File: src/rtl/pal_pkg.sv
package pal_pkg;

    localparam int POS_WIDTH = 8;
    localparam int VALUE_WIDTH = 32;
    localparam int LEN_WIDTH = 7;
    localparam int REQ_WIDTH = 2;

    typedef enum logic [REQ_WIDTH-1:0] {
        REQ_GET    = 2'd0,
        REQ_INSERT = 2'd1,
        REQ_DELETE = 2'd2,
        REQ_UPDATE = 2'd3
    } pal_req_t;

    // broadcast to every cell; idx is the 0-based target position
    typedef struct packed {
        logic                 ins;
        logic                 del;
        logic                 upd;
        logic [POS_WIDTH-1:0] idx;
    } pal_cmd_t;

endpackage

File: src/rtl/pal_cell.sv
module pal_cell
    import pal_pkg::*;
#(
    parameter int DATA_WIDTH = 32,
    parameter int INDEX      = 0
)
(
    input  logic                  clk,
    input  pal_cmd_t              cmd,
    input  logic [DATA_WIDTH-1:0] wdata,
    input  logic [DATA_WIDTH-1:0] left_data,
    input  logic [DATA_WIDTH-1:0] right_data,
    output logic [DATA_WIDTH-1:0] data,
    output logic [DATA_WIDTH-1:0] tap
);

    localparam bit BEYOND = INDEX > ((1 << POS_WIDTH) - 2);
    localparam logic [POS_WIDTH-1:0] IDX = POS_WIDTH'(INDEX);

    logic                  at_idx;
    logic                  above_idx;
    logic [DATA_WIDTH-1:0] data_reg;
    logic [DATA_WIDTH-1:0] data_next;

    assign at_idx    = !BEYOND && (IDX == cmd.idx);
    assign above_idx = BEYOND || (IDX > cmd.idx);

    always_comb
    begin
        data_next = data_reg;
        if (cmd.ins)
        begin
            if (above_idx)
                data_next = left_data;
            else if (at_idx)
                data_next = wdata;
        end
        else if (cmd.del)
        begin
            if (above_idx || at_idx)
                data_next = right_data;
        end
        else if (cmd.upd)
        begin
            if (at_idx)
                data_next = wdata;
        end
    end

    always_ff @(posedge clk)
    begin
        data_reg <= data_next;
    end

    assign data = data_reg;
    assign tap  = at_idx ? data_reg : '0;

endmodule

File: config.mk
export PLATFORM = sky130hd
export DESIGN_NAME = pal_cell
export DESIGN_NICKNAME = d
export VERILOG_FILES = /design/src/rtl/pal_pkg.sv /design/src/rtl/pal_cell.sv
export SDC_FILE = /design/constraint.sdc
export NUM_CORES = 1
export LEC_CHECK = 0
export BUFFER_PORTS_ARGS = -buffer_cell sky130_fd_sc_hd__buf_2
export CORE_MARGIN = 3
export CORE_UTILIZATION = 42
export CTS_CLUSTER_DIAMETER = 40
export DETAILED_ROUTE_END_ITERATION = 10
export GPL_TIMING_DRIVEN = 0
export HOLD_SLACK_MARGIN = 0.1
export PLACE_DENSITY = 0.94
export SLEW_MARGIN = 20
export SYNTH_ARGS = -nofsm -noshare
export SYNTH_HDL_FRONTEND = slang
export SYNTH_SLANG_ARGS = --single-unit
File: constraint.sdc
create_clock -name clk -period 4.55 [get_ports clk]
set_clock_uncertainty 0.1 [all_clocks]
set_input_delay 0.6825 -clock clk [delete_from_list [all_inputs] [get_ports clk]]
set_output_delay 0.6825 -clock clk [all_outputs]
set_load 0.02 [all_outputs]
==> results of run 1 <==
-- cells in the mapped netlist, drive strengths merged --
cell type / n / area share, %
nor4: 2 / 0.92
nand2b: 1 / 0.31
or4: 2 / 1.1
nor2b: 1 / 0.31
edfxtp: 32 / 47
clkbuf: 10 / 1.8
nand3: 32 / 7.8
nor2: 32 / 5.9
o21ai: 32 / 7.8
a311o: 1 / 0.49
and3: 32 / 9.8
a31oi: 32 / 9.8
buf: 17 / 7.2
-- where the power goes --
group          internal [µW]  switching (µW)  total, µW
clock network            159             105        264
logic                   73.7             109        182
registers                366            21.5        388
-- cells by family (layout without fill, tap and decap cells) --
kind of cell / count (synthesis) / in the layout / synth area share [%]
flip-flops: 32 / 32 / 46.9
AO/OA/AOI/OAI: 65 / 65 / 18.1
AND/OR/NAND/NOR: 102 / 102 / 26.1
buffers and inverters: 27 / 174 / 9.03
-- through the flow --
step | total power [µW] | hold WS, ns
floorplan | 491 | 0.690
global placement | 569 | 0.560
detailed placement | 575 | 0.586
CTS | 838 | 0.601
global route | 872 | 0.619
finish | 834 | 0.598
-- final cells by class --
cell class              count  area [µm²]
fillers                   386        1600
flip-flops and latches     32         961
multi-input cells         167         906
repair buffers            139         696
plain buffers              27         185
well taps                  65        81.3
clock buffers               5        68.8
clock inverters             3        37.5
-- tightest hold or removal path: stages (launching register included) --
cell	delay (ns)
edfxtp_1	0.36
o21ai_1	0.08
a31oi_1	0.15
-- layer usage --
metal / vias to the layer above / global-route usage [%] / share of wire (%)
met4: 0 / 6.21 / 0.71
met1: 1093 / 27.1 / 39
met3: 6 / 5.15 / 9.0
met5: - / 0 / 0
li1: 1151 / - / -
met2: 146 / 39.8 / 51
-- worst paths after layout --
| kind | slack, ns | depth (start not counted) | to |
|---|---|---|---|
| max | 1.72 | 6 | tap[12] |
| min | 0.60 | 2 | data[12] |
| max reg2reg | 3.53 | 2 | data[9] |
| min reg2reg | 0.60 | 2 | data[12] |
==> impl_metrics.ini, run 1 <==
[run_status]
status = finished, final reports clean

[worst_setup_path]
startpoint_type = primary input
cpLargestDelayFamily = buffers and inverters
crit_path_max_fanout = 10
crit_path_start = cmd[5]
cp.arrival_ns = 2.04
critPathBufInv = 4
critPathCaptureType = output port
path_class = primary input to output port
r2r-start = data[9]
slowest_delay_ns = 0.35
cp_common_cell = buf_2
crit_slowest_cell = clkbuf_1
crit_required_ns = 3.77
cp_cell_sequence = buf_2, nor4_2, buf_4, clkbuf_1, and3_1, buf_2

[synth]
netlist_area_um2 = 2050
synth-seq-area-share_pct = 46.9
ys_warn_count = 0
avgSynthCellArea_um2 = 9.07
syn-num-nets = 334
syn_inst = 226
synth_cell_type_count = 16
ys_seq_elements = 32

[routing]
drc = 0
wl_per_cell_um = 15.2
ant_nets = 0
routed_wirelength_um = 6650
drt_iter0_drc = 177
via_count = 2396
drt-vias-per-instance = 5.47
drt_pass1_iterations = 5

[placement]
routabilityCongestion = 0.810
pre_cts_ws_ns = 1.73
hpwlAfterDp_um = 5000
placedCellCount = 430
portBuffers = 139
placed_cell_area_um2 = 2830

[grt]
grt.total_usage_pct = 22.4
antenna_found_initial = 0
grt_max_degree = 33
grt_pass1_vias = 2189
grt_pass1_wl_um = 9820
grt_overflow = 0

[timing]
fin_crit_ns = 2.83
hold_viol = 0
fin_crit_sh_pct = 62.1
setup_tns_ns = 0
maxSlewViolCount = 0
fmax_mhz = 354
rsz0062_at_grt = false
slew_headroom_pct = 49.3
setup_slack_ns = 1.72
worst_slew_pin_slew_ns = 0.760
setup_violations = 0

[cts]
clockBufferDepth = 2
htreeDepth = 2
cts_buffers = 5
cts_resized = 0
clockRootBuffer = clkbuf_8
cts.sinks = 32
clk_pin_slew_worst_paths_ns = 0.07
insertion_delay_ns = 0.28
post-cts-setup-buffers = 0
hold_buffers = 0
cts_tree = done

[power_and_ir_drop]
p_leak_uw = 0.00141
p_per_area_nw_per_um2 = 284
peakVddDrop_uv = 183

[min_path]
hp-start = data[12]
min_path_type = register to register

[final_layout]
fin_area_um2 = 2940
nets = 480
largest_reg_flops = 32
post-route-util_pct = 64.7
final_cell_count_no_fill = 438
syn_to_final_growth_pct = 43.1
final_common_cell = buf_2
diodes = 0
drive_above_1_share_pct = 44.5

[die]
die_w_um = 75.9
ioPinCount = 172
initial_core_util_pct = 45.2
coreArea_um2 = 4530
die-area_um2 = 5760
die-height_um = 75.9
num_rows = 24

[run]
maxCapViolCount = 0
Power figures use the tool's default switching activity.
==> run 2, diff against run 1 <==
Settings changed: CORE_UTILIZATION 42 to 35, PLACE_DENSITY 0.94 to 0.84.
Clock period 4.55 ns to 2.5 ns, I/O delays scaled along.
==> impl_metrics.ini, run 2 (synthesized netlist as in run 1, its figures left out) <==
[timing]
fin_crit_sh_pct = 86.8
worst_slew_pin_slew_ns = 0.521
slew_headroom_pct = 65.3
fmax_mhz = 461
rsz0062_at_grt = false
maxSlewViolCount = 0
fin_crit_ns = 2.17
hold_viol = 0
setup_violations = 0

[worst_setup_path]
critPathCaptureType = output port
slowest_delay_ns = 0.39
cp_common_cell = buf_2
crit_path_max_fanout = 10
cp.arrival_ns = 1.69
path_class = primary input to output port
startpoint_type = primary input
critPathBufInv = 4
cp_cell_sequence = buf_2, nor4_1, buf_4, buf_2, and3_1, buf_2
cpLargestDelayFamily = buffers and inverters
crit_required_ns = 2.03
crit_slowest_cell = nor4_1

[routing]
ant_nets = 0
via_count = 2387
drt-vias-per-instance = 5.36
drt_iter0_drc = 144
drc = 0
routed_wirelength_um = 7130
drt_pass1_iterations = 4
wl_per_cell_um = 16.0

[die]
die_w_um = 82.5
die-height_um = 82.5
num_rows = 27
die-area_um2 = 6810
ioPinCount = 172
initial_core_util_pct = 36.8
coreArea_um2 = 5570

[final_layout]
nets = 481
final_common_cell = buf_2
drive_above_1_share_pct = 44.8
fin_area_um2 = 2940
final_cell_count_no_fill = 445
diodes = 0
post-route-util_pct = 52.7
syn_to_final_growth_pct = 43.1
largest_reg_flops = 32

[cts]
hold_buffers = 0
post-cts-setup-buffers = 0
clockRootBuffer = clkbuf_8
cts_resized = 0
htreeDepth = 2
clockBufferDepth = 2
cts.sinks = 32
clk_pin_slew_worst_paths_ns = 0.07
cts_tree = done
insertion_delay_ns = 0.27
cts_buffers = 5

[placement]
portBuffers = 139
hpwlAfterDp_um = 5340
placedCellCount = 438
routabilityCongestion = 0.733
placed_cell_area_um2 = 2860

[power_and_ir_drop]
switching_power_uw = 421
seqPwrFrac_pct = 49.9
p_comb_share_pct = 24.0
p_int_uw = 993
peakVddDrop_uv = 204
p_clk_share_pct = 26.1
sw_frac_of_total_pct = 29.8
p_per_area_nw_per_um2 = 482
p_leak_uw = 0.00141

[grt]
grt_pass1_wl_um = 10500
grt.total_usage_pct = 20.2
grt_max_degree = 27
grt_overflow = 0
grt_pass1_vias = 2241
antenna_found_initial = 0

[min_path]
min_path_type = primary input to register

[run_status]
status = finished, final reports clean

[run]
maxCapViolCount = 0
## run 2: changes by cell type in the layout (fill, tap and decap cells not counted)
cell	change
buf_12	+1
clkinv_2	+1
bufinv_16	-1
clkbuf_1	+1
clkinv_1	-2
## run 2: final timing paths
check                  end  cells past startpoint  slack [ns]     startpoint
setup / recovery    tap[6]                      6        0.33         cmd[1]
setup reg to reg  data[30]                      2        1.49       data[30]
hold reg to reg   data[21]                      2        0.60       data[21]
hold / removal     data[9]                      3        0.34  right_data[9]
## run 2: stage by stage
| step | hold WS [ns] | worst slack (ns) | setup TNS [ns] | power, µW |
|---|---|---|---|---|
| after floorplan | 0.529 | 0.182 | 0 | 895 |
| after global placement | 0.563 | -0.475 | -15.13 | 1040 |
| after detailed placement | 0.585 | 0.312 | 0 | 1060 |
| after CTS | 0.333 | 0.310 | 0 | 1420 |
| after global routing | 0.337 | 0.228 | 0 | 1490 |
| final | 0.343 | 0.331 | 0 | 1410 |
## run 2: final cells by class
cell class	count	area (µm²)
multi-input cells	167	906
well taps	72	90.1
fillers	531	2640
flip-flops and latches	32	961
clock inverters	1	5.00
clock buffers	6	72.6
plain buffers	27	185
repair buffers	140	716
## run 2: layer usage
layer	track usage, %	routed length, µm	vias to the layer above
met5	0	0	-
met4	8.01	54	0
met3	3.80	622	6
met2	36.1	3640	136
met1	23.6	2810	1096
li1	-	-	1149
## run 2: worst min-delay path, delay by kind of cell
family / cells / cell delay, ns
and+or+nand+nor: 1 / 0.03
buffers and inverters: 1 / 0.07
AOI/OAI and AO/OA: 1 / 0.12
## run 2: power by group through the flow
stage	combinational (µW)	sequential (µW)	clock, µW
floorplan	118	776	0
global placement	327	712	0
detailed placement	341	714	0
CTS	341	705	379
global route	371	712	405
finish	340	705	369
